[src/rtl/core/pfc_pkg.sv]
// pfc_pkg: shared constants for the prime factor counter.
// No dependencies; used by pfc_div and prime_factor_counter_unit.
package pfc_pkg;

   localparam int VALUE_WIDTH_DEF = 32;
   localparam int COUNT_W         = 5;
   localparam logic [COUNT_W-1:0] COUNT_MAX = '1;

endpackage

[src/rtl/core/prime_factor_counter_unit.sv]
// prime_factor_counter_unit: counts prime factors with multiplicity by trial division.
// Depends on pfc_pkg and pfc_div.
//
//   channel  dir  ports                          beat
//   req      in   req_valid req_stall req_value  one value
//   rsp      out  rsp_valid rsp_stall rsp_factor_count  one count
//
// Each trial divisor costs one pass of the bit-serial divider.
// An item's work grows with its trial divisors and factors; a 32-bit prime needs about
// 65535 trial divisors. Values 0 and 1 skip the divider and give a count of zero.
// Reset clears the control state. req_stall is high while an item is in work;
// a finished count waits in the output register while rsp_stall is high.
module prime_factor_counter_unit #(
   parameter int VALUE_WIDTH = pfc_pkg::VALUE_WIDTH_DEF
) (
   input  logic                         clock,
   input  logic                         reset,
   input  logic                         req_valid,
   output logic                         req_stall,
   input  logic [VALUE_WIDTH-1:0]       req_value,
   output logic                         rsp_valid,
   input  logic                         rsp_stall,
   output logic [pfc_pkg::COUNT_W-1:0]  rsp_factor_count
);
   import pfc_pkg::*;

   localparam logic [1:0] ST_IDLE = 2'd0;
   localparam logic [1:0] ST_DIV  = 2'd1;
   localparam logic [1:0] ST_LOAD = 2'd2;

   logic [1:0]             state_ff, state_in;
   logic [VALUE_WIDTH-1:0] n_ff, n_in;
   logic [VALUE_WIDTH-1:0] d_ff, d_in;
   logic [COUNT_W-1:0]     cnt_ff, cnt_in;
   logic                   start_ff, start_in;
   logic                   rsp_valid_ff, rsp_valid_in;
   logic [COUNT_W-1:0]     rsp_cnt_ff, rsp_cnt_in;
   logic [COUNT_W-1:0]     cnt_inc;
   logic                   accept;
   logic                   rsp_free;
   logic                   div_done;
   logic [VALUE_WIDTH-1:0] div_quo;
   logic [VALUE_WIDTH-1:0] div_rem;

   pfc_div #(
      .W (VALUE_WIDTH)
   ) u_div (
      .clock     (clock),
      .reset     (reset),
      .start     (start_ff),
      .dividend  (n_ff),
      .divisor   (d_ff),
      .done      (div_done),
      .quotient  (div_quo),
      .remainder (div_rem)
   );

   assign req_stall = (state_ff != ST_IDLE);
   assign accept    = req_valid && !req_stall;
   assign rsp_free  = !rsp_valid_ff || !rsp_stall;
   assign cnt_inc   = (cnt_ff == COUNT_MAX) ? cnt_ff : cnt_ff + 1'b1;

   always_comb begin
      state_in     = state_ff;
      n_in         = n_ff;
      d_in         = d_ff;
      cnt_in       = cnt_ff;
      start_in     = 1'b0;
      rsp_valid_in = rsp_valid_ff && rsp_stall;
      rsp_cnt_in   = rsp_cnt_ff;
      case (state_ff)
         ST_IDLE: begin
            if (accept) begin
               n_in   = req_value;
               d_in   = VALUE_WIDTH'(2);
               cnt_in = '0;
               if (req_value < VALUE_WIDTH'(2)) begin
                  state_in = ST_LOAD;
               end else begin
                  start_in = 1'b1;
                  state_in = ST_DIV;
               end
            end
         end
         ST_DIV: begin
            if (div_done) begin
               if (div_quo < d_ff) begin
                  // remaining value is prime
                  cnt_in   = cnt_inc;
                  state_in = ST_LOAD;
               end else if (div_rem == '0) begin
                  n_in     = div_quo;
                  cnt_in   = cnt_inc;
                  start_in = 1'b1;
               end else begin
                  d_in     = d_ff + 1'b1;
                  start_in = 1'b1;
               end
            end
         end
         ST_LOAD: begin
            if (rsp_free) begin
               rsp_valid_in = 1'b1;
               rsp_cnt_in   = cnt_ff;
               state_in     = ST_IDLE;
            end
         end
         default: begin
            state_in = ST_IDLE;
         end
      endcase
   end

   always_ff @(posedge clock) begin
      if (reset) begin
         state_ff     <= ST_IDLE;
         start_ff     <= 1'b0;
         rsp_valid_ff <= 1'b0;
      end else begin
         state_ff     <= state_in;
         start_ff     <= start_in;
         rsp_valid_ff <= rsp_valid_in;
      end
      n_ff       <= n_in;
      d_ff       <= d_in;
      cnt_ff     <= cnt_in;
      rsp_cnt_ff <= rsp_cnt_in;
   end

   assign rsp_valid        = rsp_valid_ff;
   assign rsp_factor_count = rsp_cnt_ff;

endmodule

[src/rtl/core/pfc_div.sv]
// pfc_div: restoring divider, one quotient bit per cycle.
// Depends on pfc_pkg. Raises done when quotient and remainder are ready.
module pfc_div #(
   parameter int W = pfc_pkg::VALUE_WIDTH_DEF
) (
   input  logic         clock,
   input  logic         reset,
   input  logic         start,
   input  logic [W-1:0] dividend,
   input  logic [W-1:0] divisor,
   output logic         done,
   output logic [W-1:0] quotient,
   output logic [W-1:0] remainder
);
   import pfc_pkg::*;

   localparam int CW = $clog2(W + 1);

   logic          busy_ff, busy_in;
   logic          done_ff, done_in;
   logic [CW-1:0] cnt_ff, cnt_in;
   logic [W-1:0]  rem_ff, rem_in;
   logic [W-1:0]  quo_ff, quo_in;
   logic [W-1:0]  dvs_ff, dvs_in;
   logic [W:0]    rem_shift;
   logic [W:0]    diff;

   assign rem_shift = {rem_ff, quo_ff[W-1]};
   assign diff      = rem_shift - {1'b0, dvs_ff};

   always_comb begin
      busy_in = busy_ff;
      done_in = 1'b0;
      cnt_in  = cnt_ff;
      rem_in  = rem_ff;
      quo_in  = quo_ff;
      dvs_in  = dvs_ff;
      if (start) begin
         busy_in = 1'b1;
         cnt_in  = '0;
         rem_in  = '0;
         quo_in  = dividend;
         dvs_in  = divisor;
      end else if (busy_ff) begin
         if (rem_shift >= {1'b0, dvs_ff}) begin
            rem_in = diff[W-1:0];
            quo_in = {quo_ff[W-2:0], 1'b1};
         end else begin
            rem_in = rem_shift[W-1:0];
            quo_in = {quo_ff[W-2:0], 1'b0};
         end
         cnt_in = cnt_ff + 1'b1;
         if (cnt_ff == CW'(W - 1)) begin
            busy_in = 1'b0;
            done_in = 1'b1;
         end
      end
   end

   always_ff @(posedge clock) begin
      if (reset) begin
         busy_ff <= 1'b0;
         done_ff <= 1'b0;
      end else begin
         busy_ff <= busy_in;
         done_ff <= done_in;
      end
      cnt_ff <= cnt_in;
      rem_ff <= rem_in;
      quo_ff <= quo_in;
      dvs_ff <= dvs_in;
   end

   assign done      = done_ff;
   assign quotient  = quo_ff;
   assign remainder = rem_ff;

endmodule
[config.mk]
export PLATFORM = sky130hd
export DESIGN_NAME = prime_factor_counter_unit
export DESIGN_NICKNAME = d
export VERILOG_FILES = /design/src/rtl/core/pfc_pkg.sv /design/src/rtl/core/prime_factor_counter_unit.sv /design/src/rtl/core/pfc_div.sv
export SDC_FILE = /design/constraint.sdc
export NUM_CORES = 1
export LEC_CHECK = 0
export BUFFER_PORTS_ARGS = -buffer_cell sky130_fd_sc_hd__buf_4
export CAP_MARGIN = 30
export CORE_MARGIN = 1
export CORE_UTILIZATION = 35
export DETAILED_ROUTE_END_ITERATION = 7
export PLACE_DENSITY = 0.54
export SYNTH_ARGS = -nofsm -noshare
export SYNTH_HDL_FRONTEND = slang
export SYNTH_HIERARCHICAL = 1
export SYNTH_SLANG_ARGS = --single-unit
[constraint.sdc]
create_clock -name clock -period 9.3 [get_ports clock]
set_input_delay 1.86 -clock clock [delete_from_list [all_inputs] [get_ports clock]]
set_output_delay 1.86 -clock clock [all_outputs]
set_load 0.02 [all_outputs]
# Word level (Yosys, flattened, before mapping)
# Index checks and enable logic that the tools add are counted.
dict set report word_totals {
  reg_bits 182
  latchBits 0
  ramBits 0
  romBits 0
  memories 0
}
dict set report op_classes {
  add_sub_neg 4
  multipliers 0
  div_mod_pow 0
  n_lt_le_gt_ge 3
  n_eq_ne 12
  shifts 0
  n_mux 37
  bitwise_logic 1
  n_reduce_logical 17
}
# operator count
set ops {}
lappend ops {{2-to-1 mux 32 bit} 11}
lappend ops {{case mux 32 bit (2 select lines)} 2}
lappend ops {{greater-or-equal comparator 33 x 32 -> 1 bit} 1}
lappend ops {{adder 32 x 1 -> 32 bit, second input constant} 1}
lappend ops {{logical NOT 32 bit} 1}
lappend ops {{less-than comparator 32 x 2 -> 1 bit, second input constant} 1}
lappend ops {{less-than comparator 32 bit} 1}
lappend ops {{subtractor 32 bit} 1}
lappend ops {{2-to-1 mux 5 bit} 5}
lappend ops {{inequality test 2 bit, second input constant} 6}
lappend ops {{2-to-1 mux 1 bit} 11}
lappend ops {{2-to-1 mux 2 bit} 5}
lappend ops {{case mux 5 bit (2 select lines)} 1}
lappend ops {{AND reduction 5 bit} 2}
lappend ops {{AND reduction 4 bit} 2}
lappend ops {{adder 6 x 1 -> 6 bit, second input constant} 1}
lappend ops {{== test 6 x 5 -> 1 bit, second input constant} 1}
lappend ops {{case mux 2 bit (3 select lines)} 1}
lappend ops {{nonzero test 2 bit} 3}
lappend ops {{adder 5 x 1 -> 5 bit, second input constant} 1}
lappend ops {{== test 5 bit, second input constant} 1}
lappend ops {{logical NOT 1 bit} 3}
lappend ops {{inequality test 3 bit, second input constant} 1}
lappend ops {{OR reduction 3 bit} 1}
lappend ops {{other kinds (9)} 10}

# Logic depth before layout (Yosys ltp)
dict set report logic_depth {
  depth_word 6
  depth_mapped 13
  mapped_depth_nobuf 11
}

# Hierarchy
# Netlist, hierarchy kept.
# module n_inst cells_per_inst area_each_um2 seq_area_each_um2
set modules_own_cells {}
lappend modules_own_cells {pfc_div 1 617 6158.4 2722.6}
lappend modules_own_cells {prime_factor_counter_unit 1 484 4660.7 2302.2}

# Worst setup path after synthesis
# No wires, ideal clock.
dict set report synth_path {
  kind {input -> register}
  from {input req_valid}
  to {register d_ff[0], enable pin}
  setup_time_ns 0.441
  t_arrival_ns 3.760
  required_ns 8.859
  path_slack_ns 5.100
  cell_stages 3
  path_buffers 0
  cell_sequence {nand2_1 -> a22o_1 -> a31oi_1}
}
dict set report synth_between {
  elab_chain_len 3
}
# element line_no
set synth_lines {}
lappend synth_lines {{start: declaration} prime_factor_counter_unit.sv:18} ;# input logic req_valid,
lappend synth_lines {{logical AND 1 bit} prime_factor_counter_unit.sv:59} ;# assign accept = req_valid && !req_stall;
lappend synth_lines {{inequality test 2 bit (no source line)} --}
lappend synth_lines {{AND reduction 5 bit (no source line)} --}
lappend synth_lines {{end signal: assignment} prime_factor_counter_unit.sv:125} ;# d_ff <= d_in;
lappend synth_lines {{end: declaration} prime_factor_counter_unit.sv:33} ;# logic [VALUE_WIDTH-1:0] d_ff, d_in;
# Every way passes these cells.
# A chain may end at the register's enable or synchronous reset.

# Final worst setup path
dict set report layout_path {
  from {register d_ff[7]}
  to {register d_ff[10], enable pin}
}
dict set report layout_between {
  elab_chain_len 3
}
# element line_no
set layout_lines {}
lappend layout_lines {{less-than comparator 32 bit} prime_factor_counter_unit.sv:87} ;# if (div_quo < d_ff) begin
lappend layout_lines {{inequality test 2 bit (no source line)} --}
lappend layout_lines {{AND reduction 5 bit (no source line)} --}
# Every way passes these cells.

==> results.toml <==
[synthesis]
synthMuxAreaShare_pct = 5.56
synth-simple-area-share_pct = 19.5
yosys_warnings = 6
syn_area_mm2 = 0.0108
netlist_top_cells_area = "edfxtp_1, dfxtp_1, ha_1"
yosysTopAreaCell = "edfxtp_1"
synth-compound-area-share_pct = 11.4
synth-edff-count = 138
synth_ff_type = "edfxtp_1"
synth_adder_area_share_pct = 7.82
async_flop_share_pct = 0
syn_area_per_cell_um2 = 9.83
synth.net_count = 1204
synth-seq-cells = 182
yosysTopAreaCellShare_pct = 38.3
yosysSeqAreaShare_pct = 46.4
synth_cell_types = 75
synthCells = 1101
synth-xor-area-share_pct = 4.61
synth_top_family_by_area = "simple AND/OR/NAND/NOR gates"

[floorplan]
coreArea_mm2 = 0.0305
io_pins = 43
die-area_mm2 = 0.0316
row_count = 64
die_w_um = 178
die_h_um = 178
initial_utilization_pct = 35.5

[place]
gp_congestion = 0.861
port_buffers = 42
dpl_worst_slack_ns = 5.67
place_hpwl_um = 17800

[route]
drt_pre_antenna_iters = 5
antenna_left = 0
post_drt_wl_per_cell_um = 15.9
routed_wirelength_um = 24400
drt_iter0_markers = 342
via_count = 7885
routed_via_density = 5.13
drc = 0

[grt]
antenna_found_initial = 0
grt_pass1_wl_um = 40000
globalRouteMet2Util_pct = 26.5
grt_pass1_vias = 7691
globalRouteTotalUtil_pct = 16.0
grt_util_met1_pct = 22.0
use_met3_pct = 2.34
grt_overflow = 0
top_usage_layer = "met2"
grt_max_degree = 80

[sta]
worst_pin_slew_ns = 0.922
hold_viol_final = 0
drv_slew = 0
finalSetupViolCount = 0
setup_slack_ns = 5.78
fin_crit_sh_pct = 37.8
setup_tns_ns = 0
slew_headroom_pct = 38.6
rsz0062_at_grt = "false"
max_freq_mhz = 284
fin_skew_ns = 0.0184
min_period_ns = 3.52

[clock_tree]
insertion_delay_ns = 0.44
clkSinkCount = 182
htree_num_levels = 4
cts_setup_buffers = 0
cts_buffer_depth = 2
clkSlewWorstSetupHoldPaths_ns = 0.08
cts_resized = 0
tritoncts = "built"
numCtsBuffers = 17
cts_hold_buffers = 0
clockRootBuffer = "clkbuf_16"

[critical_path]
arrival_ns = 3.65
rr_worst_depth = 8
critPathRequiredTime_ns = 9.43
crit_path_start_kind = "flip-flop"
crit_path_end_kind = "flip-flop"
crit_type = "reg -> reg"
r2r_setup_slack_ns = 5.78
path_max_fanout = 19

[cells_and_area]
drive_gt1_share_pct = 12.3
seq_area_mm2 = 0.00503
finalNetCount = 1230
syn_to_final_growth_pct = 12.0
final_cell_mix = "nand2_1, edfxtp_1, nor2_1, inv_1, ha_1"
multi_input_area_mm2 = 0.00533
layout_commonest_cell = "nand2_1"
insertedDiodeCount = 0
fill_cells = 3040

[power]
p_leak_nw = 4.90
powerDensity_mw_per_mm2 = 254
peakVddDrop_v = 0.000127
power.total_w = 0.00308

[worst_hold_path]
hold_depth = 2
hold_path.class = "reg -> reg"

[run]
max_cap_viol_count = 0

[run_status]
status = "finished clean"
==> logic make-up after synthesis <==
kind of cell               Yosys count
muxes                               56
and+or+nand+nor                    431
DFF                                182
xor gates and xnor gates            57
buffers and inverters              115
AOI/OAI and AO/OA                  193
adders and majority gates           67
==> layout make-up <==
class	count	share of cell area, %
Clock buffer	17	3.51
Timing Repair Buffer	48	3.14
Sequential cell	182	41.5
Inverter	74	2.29
Tap cell	396	4.09
Clock inverter	15	1.48
Multi-Input combinational cell	804	44.0
==> cells in the mapped netlist (all sizes together) (6+ instances only) <==
library cell  count
xor2             18
a31oi            13
nor3             16
mux2             33
nand3            26
ha               66
mux2i            23
and3              9
clkbuf           32
or2               7
nand2b           16
a211oi           22
nand2           175
nor3b             7
a21oi            61
edfxtp          138
o21ai            36
buf               9
inv              74
nand4            20
xnor2            39
dfxtp            44
nor2             98
and2              7
a21o             15
nor4             22
or3               6
==> registers in the layout, summed over array words and instances (netlist names) <==
name              cells
rsp_valid             1
u_div/quotient       32
u_div/busy_ff         1
cnt_ff                5
u_div/dvs_ff         32
u_div/cnt_ff          6
u_div/done            1
d_ff                 32
n_ff                 32
rsp_factor_count      5
u_div/remainder      32
start_ff              1
state_ff              2
==> stage by stage <==
stage	area, um^2	std cells	utilization, %	hold WS [ns]
final	12100	1536	39.7	0.495
after global routing	12100	1536	39.7	0.517
after CTS	12100	1536	39.7	0.491
after detailed placement	11500	1504	37.7	0.474
after global placement	11500	1503	37.6	0.474
after floorplan	10800	1101	-	0.441
==> where the power goes <==
part	switching [W]	internal, W
clock	0.000367	0.000364
combinational	0.000679	0.000491
sequential	0.000144	0.00104
==> critical path, cell delays in order, from the launching register on <==
cell      delay, ns
edfxtp_1       0.45
inv_1          0.13
ha_1           0.33
nand4_1        0.10
o311a_1        0.37
o41ai_1        0.62
nand3_1        0.37
a31oi_4        0.59
buf_16         0.23
==> path summary, 6_finish.rpt <==
path / from / end
worst min-delay path: u_div/cnt_ff[5]$_SDFFE_PP0P_ / u_div/cnt_ff[5]$_SDFFE_PP0P_
worst min register to register: u_div/cnt_ff[5]$_SDFFE_PP0P_ / u_div/cnt_ff[5]$_SDFFE_PP0P_
worst max register to register: d_ff[7]$_SDFFCE_PN0P_ / d_ff[10]$_SDFFCE_PN0P_
worst max-delay path: d_ff[7]$_SDFFCE_PN0P_ / d_ff[10]$_SDFFCE_PN0P_
==> metal layers <==
layer / wire (um) / share of wire, %
met1: 12300 / 50
met2: 11400 / 47
met3: 457 / 1.9
met4: 209 / 0.86
met5: 0 / 0
Note: power is estimated with default switching activity, not from simulation.
